### src/sv/causal_delivery_vector_clock_defines.svh
// ----------------------------------------------------------------------------
// causal delivery assertion macros
// shared assertion forms for the causal delivery block
// ----------------------------------------------------------------------------
`ifndef CAUSAL_DELIVERY_VECTOR_CLOCK_DEFINES_SVH
`define CAUSAL_DELIVERY_VECTOR_CLOCK_DEFINES_SVH

// property checked outside reset
`define CDVC_ASSERT(lbl, prop, msg) \
  lbl: assert property (@(posedge clk) disable iff (rst) (prop)) else $error(msg);

// property checked on every edge, reset included
`define CDVC_ASSERT_ALWAYS(lbl, prop, msg) \
  lbl: assert property (@(posedge clk) (prop)) else $error(msg);

`endif

### src/sv/cdvc_pkg.sv
// ----------------------------------------------------------------------------
// cdvc_pkg
// types, codes and field widths of the causal delivery block
// ----------------------------------------------------------------------------
`timescale 1ns / 1ps

package cdvc_pkg;

  // group size and field widths
  localparam int MEMBERS     = 3;
  localparam int STAMP_W     = 16;
  localparam int SENDER_W    = 2;
  localparam int CMD_W       = 2;
  localparam int STATUS_W    = 3;
  localparam int IN_DATA_W   = 56;
  localparam int OUT_DATA_W  = 72;
  localparam int CFG_INDEX_W = 2;
  localparam int CFG_DATA_W  = 2;

  // commands
  localparam logic [CMD_W-1:0] CMD_RECV  = 2'd0;
  localparam logic [CMD_W-1:0] CMD_CHECK = 2'd1;
  localparam logic [CMD_W-1:0] CMD_SEND  = 2'd2;

  // result status codes
  localparam logic [STATUS_W-1:0] STAT_DELIVERED = 3'd0;
  localparam logic [STATUS_W-1:0] STAT_HELD      = 3'd1;
  localparam logic [STATUS_W-1:0] STAT_DROPPED   = 3'd2;
  localparam logic [STATUS_W-1:0] STAT_STAMPED   = 3'd3;
  localparam logic [STATUS_W-1:0] STAT_REFUSED   = 3'd4;
  localparam logic [STATUS_W-1:0] STAT_NONE      = 3'd5;

  // configuration register indexes
  localparam logic [CFG_INDEX_W-1:0] REG_OWN_MEMBER   = 2'd0;
  localparam logic [CFG_INDEX_W-1:0] REG_GROUP_ACTIVE = 2'd1;

  // hold-back queue cell operations
  typedef logic [1:0] qop_t;
  localparam qop_t Q_HOLD   = 2'd0;
  localparam qop_t Q_APPEND = 2'd1;
  localparam qop_t Q_DROP   = 2'd2;
  localparam qop_t Q_ROTATE = 2'd3;

  // one held message
  typedef struct packed {
    logic [SENDER_W-1:0]             sender;
    logic [MEMBERS-1:0][STAMP_W-1:0] stamp;
  } entry_t;

  // one result item
  typedef struct packed {
    logic [STATUS_W-1:0]             status;
    logic [SENDER_W-1:0]             origin;
    logic [MEMBERS-1:0][STAMP_W-1:0] stamp;
    logic [STAMP_W-1:0]              ack;
  } result_t;

endpackage

### src/sv/causal_delivery_vector_clock.sv
// Sequence: an input transfer latches the item, the execute state fills the result slot
//   and the output register takes it when free; a queue check on a non-empty queue
//   scans it, the result set at the first deliverable head or after the last compare.
// Flow: input waits for idle and an empty result slot; a scan visits every held entry.
// Reset: synchronous, clears the vector clock, queue count, registers and
//   handshake state; queue contents are not cleared.
// ----------------------------------------------------------------------------
// causal_delivery_vector_clock
// vector clock with a hold-back queue for causal group multicast delivery
// ----------------------------------------------------------------------------
`timescale 1ns / 1ps
`include "causal_delivery_vector_clock_defines.svh"

module causal_delivery_vector_clock import cdvc_pkg::*; #(
  parameter int QUEUE_DEPTH = 8,
  parameter int CLOCK_BITS  = 16
) (
  input  logic                   clk,
  input  logic                   rst,
  input  logic                   s_axis_tvalid,
  output logic                   s_axis_tready,
  // sender, stamp_a, stamp_b, stamp_c, zero pad
  input  logic [IN_DATA_W-1:0]   s_axis_tdata,
  // cmd
  input  logic [CMD_W-1:0]       s_axis_tuser,
  output logic                   m_axis_tvalid,
  input  logic                   m_axis_tready,
  // origin_member, out_a, out_b, out_c, ack_seq, zero pad
  output logic [OUT_DATA_W-1:0]  m_axis_tdata,
  // status
  output logic [STATUS_W-1:0]    m_axis_tuser,
  input  logic                   cfg_valid,
  output logic                   cfg_ready,
  input  logic [CFG_INDEX_W-1:0] cfg_index,
  input  logic [CFG_DATA_W-1:0]  cfg_data
);

  localparam int CNT_W = $clog2(QUEUE_DEPTH + 1);
  localparam int CMP_W = ((CLOCK_BITS > STAMP_W) ? CLOCK_BITS : STAMP_W) + 1;
  localparam logic [CMP_W-1:0] CLK_MASK = CMP_W'((64'd1 << CLOCK_BITS) - 64'd1);
  localparam logic [STAMP_W-1:0] STAMP_MASK = CLK_MASK[STAMP_W-1:0];

  localparam logic [1:0] ST_IDLE = 2'd0;
  localparam logic [1:0] ST_EXEC = 2'd1;
  localparam logic [1:0] ST_SCAN = 2'd2;

  logic [1:0]                        state;
  logic [SENDER_W-1:0]               own_member;
  logic                              group_active;
  logic [MEMBERS-1:0][CLOCK_BITS-1:0] clock_vec;
  logic [CNT_W-1:0]                  count;
  logic [CNT_W-1:0]                  rem;
  logic                              found;
  logic [CMD_W-1:0]                  cmd;
  entry_t                            item;
  result_t                           res;
  logic                              res_pend;
  result_t                           out_res;
  logic                              out_valid;

  entry_t                            cells [QUEUE_DEPTH];
  entry_t                            chk_entry;
  logic                              chk_ok;
  logic [MEMBERS-1:0][CLOCK_BITS-1:0] merged;
  logic [MEMBERS-1:0][CLOCK_BITS-1:0] send_vec;
  logic [MEMBERS-1:0][STAMP_W-1:0]   send_stamp;
  logic [STAMP_W-1:0]                ack;
  logic                              send_ok;
  qop_t                              qop;
  logic                              in_xfer;
  logic                              out_load;
  result_t                           exec_res;
  result_t                           scan_res;

  // clock entry to result field width
  function automatic logic [STAMP_W-1:0] to_stamp(input logic [CLOCK_BITS-1:0] v);
    logic [CMP_W-1:0] w;
    w = CMP_W'(v);
    return w[STAMP_W-1:0];
  endfunction

  assign s_axis_tready = (state == ST_IDLE) && !res_pend;
  assign in_xfer       = s_axis_tvalid && s_axis_tready;
  assign cfg_ready     = 1'b1;
  assign out_load      = res_pend && (!out_valid || m_axis_tready);

  // causal check on the latched item, or on the queue head while scanning
  assign chk_entry = (state == ST_SCAN) ? cells[0] : item;

  cdvc_check #(
    .CLOCK_BITS (CLOCK_BITS)
  ) u_check (
    .clock_vec (clock_vec),
    .entry     (chk_entry),
    .ok        (chk_ok),
    .merged    (merged)
  );

  // saturating own-entry increment and ack selection
  always_comb begin
    send_ok = group_active && (own_member < SENDER_W'(MEMBERS));
    ack     = '0;
    for (int i = 0; i < MEMBERS; i++) begin
      if (own_member == SENDER_W'(i) && clock_vec[i] != '1) begin
        send_vec[i] = clock_vec[i] + CLOCK_BITS'(1);
      end else begin
        send_vec[i] = clock_vec[i];
      end
      send_stamp[i] = to_stamp(send_vec[i]);
      if (item.sender == SENDER_W'(i)) begin
        ack = item.stamp[i];
      end
    end
  end

  // result of the executed command and of the queue head compare
  always_comb begin
    exec_res = '0;
    case (cmd)
      CMD_RECV: begin
        exec_res.origin = item.sender;
        exec_res.stamp  = item.stamp;
        exec_res.ack    = ack;
        if (chk_ok) begin
          exec_res.status = STAT_DELIVERED;
        end else if (count < CNT_W'(QUEUE_DEPTH)) begin
          exec_res.status = STAT_HELD;
        end else begin
          exec_res.status = STAT_DROPPED;
        end
      end
      CMD_SEND: begin
        exec_res.origin = own_member;
        if (send_ok) begin
          exec_res.status = STAT_STAMPED;
          exec_res.stamp  = send_stamp;
        end else begin
          exec_res.status = STAT_REFUSED;
        end
      end
      default: begin
        exec_res.status = STAT_NONE;
      end
    endcase
    scan_res        = '0;
    scan_res.status = STAT_NONE;
    if (!found && chk_ok) begin
      scan_res.status = STAT_DELIVERED;
      scan_res.origin = cells[0].sender;
      scan_res.stamp  = cells[0].stamp;
    end
  end

  // queue operation for this cycle
  always_comb begin
    qop = Q_HOLD;
    if (state == ST_EXEC && cmd == CMD_RECV && !chk_ok &&
        count < CNT_W'(QUEUE_DEPTH)) begin
      qop = Q_APPEND;
    end else if (state == ST_SCAN) begin
      qop = (!found && chk_ok) ? Q_DROP : Q_ROTATE;
    end
  end

  // row of queue cells, each fed by its upper neighbor, the last by itself
  for (genvar g = 0; g < QUEUE_DEPTH; g++) begin : g_cell
    entry_t nxt;
    if (g == QUEUE_DEPTH - 1) begin : g_last
      assign nxt = cells[g];
    end else begin : g_mid
      assign nxt = cells[g + 1];
    end
    cdvc_cell #(
      .IDX   (g),
      .CNT_W (CNT_W)
    ) u_cell (
      .clk        (clk),
      .op         (qop),
      .count      (count),
      .next_entry (nxt),
      .head_entry (cells[0]),
      .new_entry  (item),
      .entry      (cells[g])
    );
  end

  // configuration, sequencer, clock and result registers
  always_ff @(posedge clk) begin
    if (rst) begin
      state        <= ST_IDLE;
      own_member   <= '0;
      group_active <= 1'b0;
      clock_vec    <= '0;
      count        <= '0;
      rem          <= '0;
      found        <= 1'b0;
      res_pend     <= 1'b0;
      out_valid    <= 1'b0;
    end else begin
      // configuration write
      if (cfg_valid) begin
        case (cfg_index)
          REG_OWN_MEMBER:   own_member   <= cfg_data[SENDER_W-1:0];
          REG_GROUP_ACTIVE: group_active <= cfg_data[0];
          default: ;
        endcase
      end

      // output register
      if (out_load) begin
        out_res   <= res;
        out_valid <= 1'b1;
      end else if (m_axis_tready) begin
        out_valid <= 1'b0;
      end
      if (out_load) begin
        res_pend <= 1'b0;
      end

      case (state)
        ST_IDLE: begin
          if (in_xfer) begin
            cmd           <= s_axis_tuser;
            item.sender   <= s_axis_tdata[1:0];
            item.stamp[0] <= s_axis_tdata[17:2] & STAMP_MASK;
            item.stamp[1] <= s_axis_tdata[33:18] & STAMP_MASK;
            item.stamp[2] <= s_axis_tdata[49:34] & STAMP_MASK;
            state         <= ST_EXEC;
          end
        end
        ST_EXEC: begin
          res <= exec_res;
          // a check on a non-empty queue goes on to scan it
          if (cmd == CMD_CHECK && count != '0) begin
            rem   <= count;
            found <= 1'b0;
            state <= ST_SCAN;
          end else begin
            res_pend <= 1'b1;
            state    <= ST_IDLE;
          end
          if (cmd == CMD_RECV) begin
            if (chk_ok) begin
              clock_vec <= merged;
            end else if (count < CNT_W'(QUEUE_DEPTH)) begin
              count <= count + CNT_W'(1);
            end
          end else if (cmd == CMD_SEND && send_ok) begin
            clock_vec <= send_vec;
          end
        end
        ST_SCAN: begin
          rem <= rem - CNT_W'(1);
          // first deliverable head, or none after the last compare
          if (!found && (chk_ok || rem == CNT_W'(1))) begin
            res      <= scan_res;
            res_pend <= 1'b1;
          end
          // first deliverable head leaves the queue
          if (!found && chk_ok) begin
            clock_vec <= merged;
            count     <= count - CNT_W'(1);
            found     <= 1'b1;
          end
          if (rem == CNT_W'(1)) begin
            state <= ST_IDLE;
          end
        end
        default: begin
          state <= ST_IDLE;
        end
      endcase
    end
  end

  // master side
  assign m_axis_tvalid = out_valid;
  assign m_axis_tuser  = out_res.status;
  assign m_axis_tdata  = {6'd0, out_res.ack, out_res.stamp[2], out_res.stamp[1],
                          out_res.stamp[0], out_res.origin};

  // assertions
  `CDVC_ASSERT(a_count_bound, count <= CNT_W'(QUEUE_DEPTH), "held count above queue depth")
  `CDVC_ASSERT(a_accept_free, s_axis_tready |-> !res_pend, "input taken with result slot busy")
  `CDVC_ASSERT(a_scan_range, (state == ST_SCAN) |-> rem != '0 && rem <= count, "bad scan range")
  `CDVC_ASSERT_ALWAYS(a_reset_clear, rst |=> (!m_axis_tvalid && count == '0), "reset left state")

endmodule

### src/sv/cdvc_check.sv
// ----------------------------------------------------------------------------
// cdvc_check
// causal condition of one message against the local clock, and merged clock
// ----------------------------------------------------------------------------
`timescale 1ns / 1ps

module cdvc_check import cdvc_pkg::*; #(
  parameter int CLOCK_BITS = 16
) (
  input  logic [MEMBERS-1:0][CLOCK_BITS-1:0] clock_vec,
  input  entry_t                             entry,
  output logic                               ok,
  output logic [MEMBERS-1:0][CLOCK_BITS-1:0] merged
);

  localparam int CMP_W = ((CLOCK_BITS > STAMP_W) ? CLOCK_BITS : STAMP_W) + 1;

  logic [MEMBERS-1:0][CMP_W-1:0] lim;
  logic [MEMBERS-1:0][CMP_W-1:0] st;
  logic [MEMBERS-1:0][CMP_W-1:0] loc;
  logic [MEMBERS-1:0]            pass;

  // per-entry limit compare and elementwise maximum, no wrap
  always_comb begin
    for (int i = 0; i < MEMBERS; i++) begin
      loc[i]    = CMP_W'(clock_vec[i]);
      st[i]     = CMP_W'(entry.stamp[i]);
      lim[i]    = loc[i] + CMP_W'(entry.sender == SENDER_W'(i));
      pass[i]   = (st[i] <= lim[i]);
      merged[i] = (st[i] > loc[i]) ? CLOCK_BITS'(st[i]) : clock_vec[i];
    end
    ok = &pass;
  end

endmodule

### src/sv/cdvc_cell.sv
// ----------------------------------------------------------------------------
// cdvc_cell
// one slot of the hold-back queue, shifting to its lower neighbor
// ----------------------------------------------------------------------------
`timescale 1ns / 1ps

module cdvc_cell import cdvc_pkg::*; #(
  parameter int IDX   = 0,
  parameter int CNT_W = 4
) (
  input  logic             clk,
  input  qop_t             op,
  input  logic [CNT_W-1:0] count,
  input  entry_t           next_entry,
  input  entry_t           head_entry,
  input  entry_t           new_entry,
  output entry_t           entry
);

  // slot update: append at the tail, shift down, or rotate head to the tail
  always_ff @(posedge clk) begin
    case (op)
      Q_APPEND: begin
        if (CNT_W'(IDX) == count) begin
          entry <= new_entry;
        end
      end
      Q_DROP: begin
        entry <= next_entry;
      end
      Q_ROTATE: begin
        if (CNT_W'(IDX + 1) == count) begin
          entry <= head_entry;
        end else begin
          entry <= next_entry;
        end
      end
      default: begin
        entry <= entry;
      end
    endcase
  end

endmodule
### config.mk
export PLATFORM = sky130hd
export DESIGN_NAME = causal_delivery_vector_clock
export DESIGN_NICKNAME = d
export VERILOG_FILES = /design/src/sv/cdvc_pkg.sv /design/src/sv/causal_delivery_vector_clock.sv /design/src/sv/cdvc_check.sv /design/src/sv/cdvc_cell.sv
export VERILOG_INCLUDE_DIRS = /design/src /design/src/sv
export SDC_FILE = /design/constraint.sdc
export NUM_CORES = 2
export LEC_CHECK = 0
export ABC_AREA = 1
export BUFFER_PORTS_ARGS = -buffer_cell sky130_fd_sc_hd__buf_2
export CAP_MARGIN = 10
export CORE_MARGIN = 2
export CORE_UTILIZATION = 30
export CTS_CLUSTER_DIAMETER = 100
export DETAILED_ROUTE_END_ITERATION = 10
export MAX_ROUTING_LAYER = met4
export PLACE_DENSITY = 0.5
export SKIP_CTS_REPAIR_TIMING = 1
export SLEW_MARGIN = 20
export SYNTH_ARGS = -nofsm -noshare
export SYNTH_HDL_FRONTEND = slang
export SYNTH_SLANG_ARGS = --single-unit
### constraint.sdc
create_clock -name clk -period 9 [get_ports clk]
set_clock_uncertainty 0.15 [all_clocks]
set_input_delay 1.8 -clock clk [delete_from_list [all_inputs] [get_ports clk]]
set_output_delay 1.8 -clock clk [all_outputs]
set_load 0.05 [all_outputs]
==> flow_summary.ini <==
[status]
status = finished clean

[floorplanning]
pin_count = 145
die_w_um = 360.6
die_area_sq_um = 130000
start_util = 0.3029
core_area_sq_um = 125900
fp-row-count = 130
die_y_um = 360.6

[yosys]
synth-xor-area-share = 0.01975
ys_seq_area_frac = 0.4981
synth.largest_area_cell = edfxtp_1
synth_simple_gate_area_frac = 0.2702
yosysMostFrequentCell = nand2_1
ys_ff_latch = 654
synth_area_leaders = edfxtp_1, nand3_1, nand2_1, o21ai_0, ha_1
synth-edff-count = 590
synth.top_cells.by_count = nand2_1, nand3_1, edfxtp_1
ys.flop_type = edfxtp_1
synthArstFlopShare = 0
post_synth_fa_ha_maj_area_fraction = 0.03740
synth_compound_area_frac = 0.1011
synth_top_area_share = 0.4645
synth_top_family_by_area = simple AND/OR/NAND/NOR gates
muxShareOfSynthArea = 0.001312
synth_warnings = 0
netlist-cell-type-count = 53
syn_inst = 4461
synth_area_sq_um = 38140
syn_area_per_cell_sq_um = 8.549

[worst_setup_path]
reg2reg_from = state[0]
crit_path_max_fanout = 186
critical_path_class = reg -> reg
worstPathRequired_ns = 9.20
end_kind = flip-flop
start_kind = flip-flop
ff2ff_path_depth = 27
arrival_ns = 7.15
crit_path_start = state[0]
crit_end = g_cell[7].u_cell.entry[18]
worstReg2RegEnd = g_cell[7].u_cell.entry[18]
rrSetupSlack_ns = 2.05

[power_and_ir_drop]
power_density_nw_per_um2 = 340.7
leakage_nw = 16.25
ir_drop_v = 0.0002584

[finish]
nNetsFinal = 4593
fin_area_sq_um = 42400
drive_gt1_frac = 0.09524
fillers = 13090
area.growth.synth_to_final_pct = 11.18

[sta]
fin_hold_ws_ns = 0.2612
fin_crit_sh = 0.7720
drv_slew = 0
max_freq_ghz = 0.1439
hold_violations = 0
worst_slack_ns = 2.052
rsz0062_at_grt = no
setup_violations = 0
worst_pin_slew_ns = 1.249
slew_headroom = 0.1672
setup_tns_ns = 0
layout_min_cycle_time_ns = 6.948

[grt]
antenna_found_initial = 2
grt_overflow = 0
grt_pass1_wl_mm = 201.9
grt_max_degree = 187
grt_usage = 0.2082
grt_pass1_vias = 30760

[cts]
clockRootBuffer = clkbuf_16
clk_pin_slew_ns = 0.06
cts_tree = yes
worstSkewPairLatency_ns = 0.65
htreeDepth = 3
cts_buffers = 74
numClockSinks = 654
cts_buffer_depth = 3

[job]
cap_violations = 0

[routing]
drc_errors = 0
wl_met1_mm = 60.01
dr.pass1.iters = 6
ant_nets = 0
wl_per_cell_um = 22.02
top_layer_used = met4
vias = 32929
wl_met2_mm = 61.67
vias_per_cell = 5.377
wirelength_mm = 134.9
met3WireLength_mm = 9.043
drtIter0Drc = 3950

[place]
dpl-instance-area_sq_um = 40020
post-dp-hpwl_mm = 83.63
gp_congestion = 0.9597
post-place-ws_ns = 2.038
io_buffers = 131

[hold_path]
hp-class = reg -> reg
logic make-up after synthesis:
group	after synthesis
XOR/XNOR	86
adder cells (fa/ha/maj)	114
AO/OA/AOI/OAI	738
other	2
buffers and inverters	601
flip-flops	654
AND/OR/NAND/NOR	2261
multiplexers	5
state kept, by name (all words and copies together), names as in the netlist:
register and cells:
g_cell.u_cell.entry 400, res 69, m_axis_tdata 66, item 50, clock_vec 48, count 4
rem 4, m_axis_tuser 3, cmd 2, own_member 2, state 2, found 1
group_active 1, m_axis_tvalid 1, res_pend 1
placed cells by master (no fill, tap or decap), types with 77 or more instances in the layout:
| cell type | n |
|---|---|
| nand2_1 | 989 |
| nand3_1 | 958 |
| edfxtp_1 | 590 |
| o21ai_0 | 553 |
| inv_1 | 271 |
| nor2_1 | 154 |
| buf_2 | 131 |
| ha_1 | 113 |
| a21oi_1 | 86 |
| xor2_1 | 81 |
| clkbuf_16 | 77 |
metal layers:
| metal | track usage | up-vias |
|---|---|---|
| met5 | - | - |
| met3 | 0.02758 | 182 |
| li1 | - | 15438 |
| met1 | 0.2833 | 16100 |
| met4 | 0.06818 | 0 |
| met2 | 0.3201 | 1209 |
power by group:
group	total (mW)	internal, mW	switching (mW)
logic	6.47	1.77	4.70
clock network	3.07	1.73	1.34
registers	4.91	4.43	0.474
how the worst min path moves through the flow:
stage / start / endpoint / slack [ns] / depth (start not counted)
after CTS: res[7] / m_axis_tdata[57] / 0.26 / 0
final: res[7] / m_axis_tdata[57] / 0.26 / 0
after global routing: res[10] / m_axis_tdata[60] / 0.27 / 0
after global placement: res[2] / m_axis_tdata[52] / 0.25 / 0
after floorplan: res[64] / m_axis_tdata[0] / 0.25 / 0
after detailed placement: res[25] / m_axis_tdata[11] / 0.25 / 0
worst max-delay path, cell delays in order, from the launching register on:
cell and delay, ns:
dfxtp_1 0.36, inv_1 0.10, ha_4 0.22, nand2_1 0.09
o21ai_0 0.14, nor2_1 0.30, ha_1 0.25, ha_1 0.23
inv_1 0.06, nor2_1 0.27, nand2_1 0.19, nor4_1 0.46
nand2_1 0.13, xor2_1 0.17, ha_1 0.32, a21oi_1 0.16
o21bai_1 0.09, a21oi_1 0.23, nand2_1 0.10, nand2_2 0.20
nand3_4 0.18, nand3_4 0.13, buf_12 0.62, nand2_4 0.31
buf_4 0.37, buf_4 0.37, nand2_1 0.14, o21ai_0 0.09
layout make-up:
cell class	count	area, sq um	share of cell area
antenna	1	2.502	0.00005901
clock buffer	97	2042	0.04815
clock inverter	40	339.1	0.007996
inverter	287	1105	0.02605
multi-input combinational	3211	16620	0.3919
sequential	654	19000	0.4480
tap	1650	2064	0.04869
timing repair buffer	184	1236	0.02915
through the flow:
stage | total power, mW | utilization | cells
after floorplan | 9.478 | - | 4466
after global placement | 11.31 | 0.3177 | 5985
after detailed placement | 11.37 | 0.3179 | 5986
after CTS | 14.48 | 0.3368 | 6123
after global routing | 15.43 | 0.3368 | 6124
final | 14.45 | 0.3368 | 6124
No activity file was read; power rests on OpenSTA's default activity.
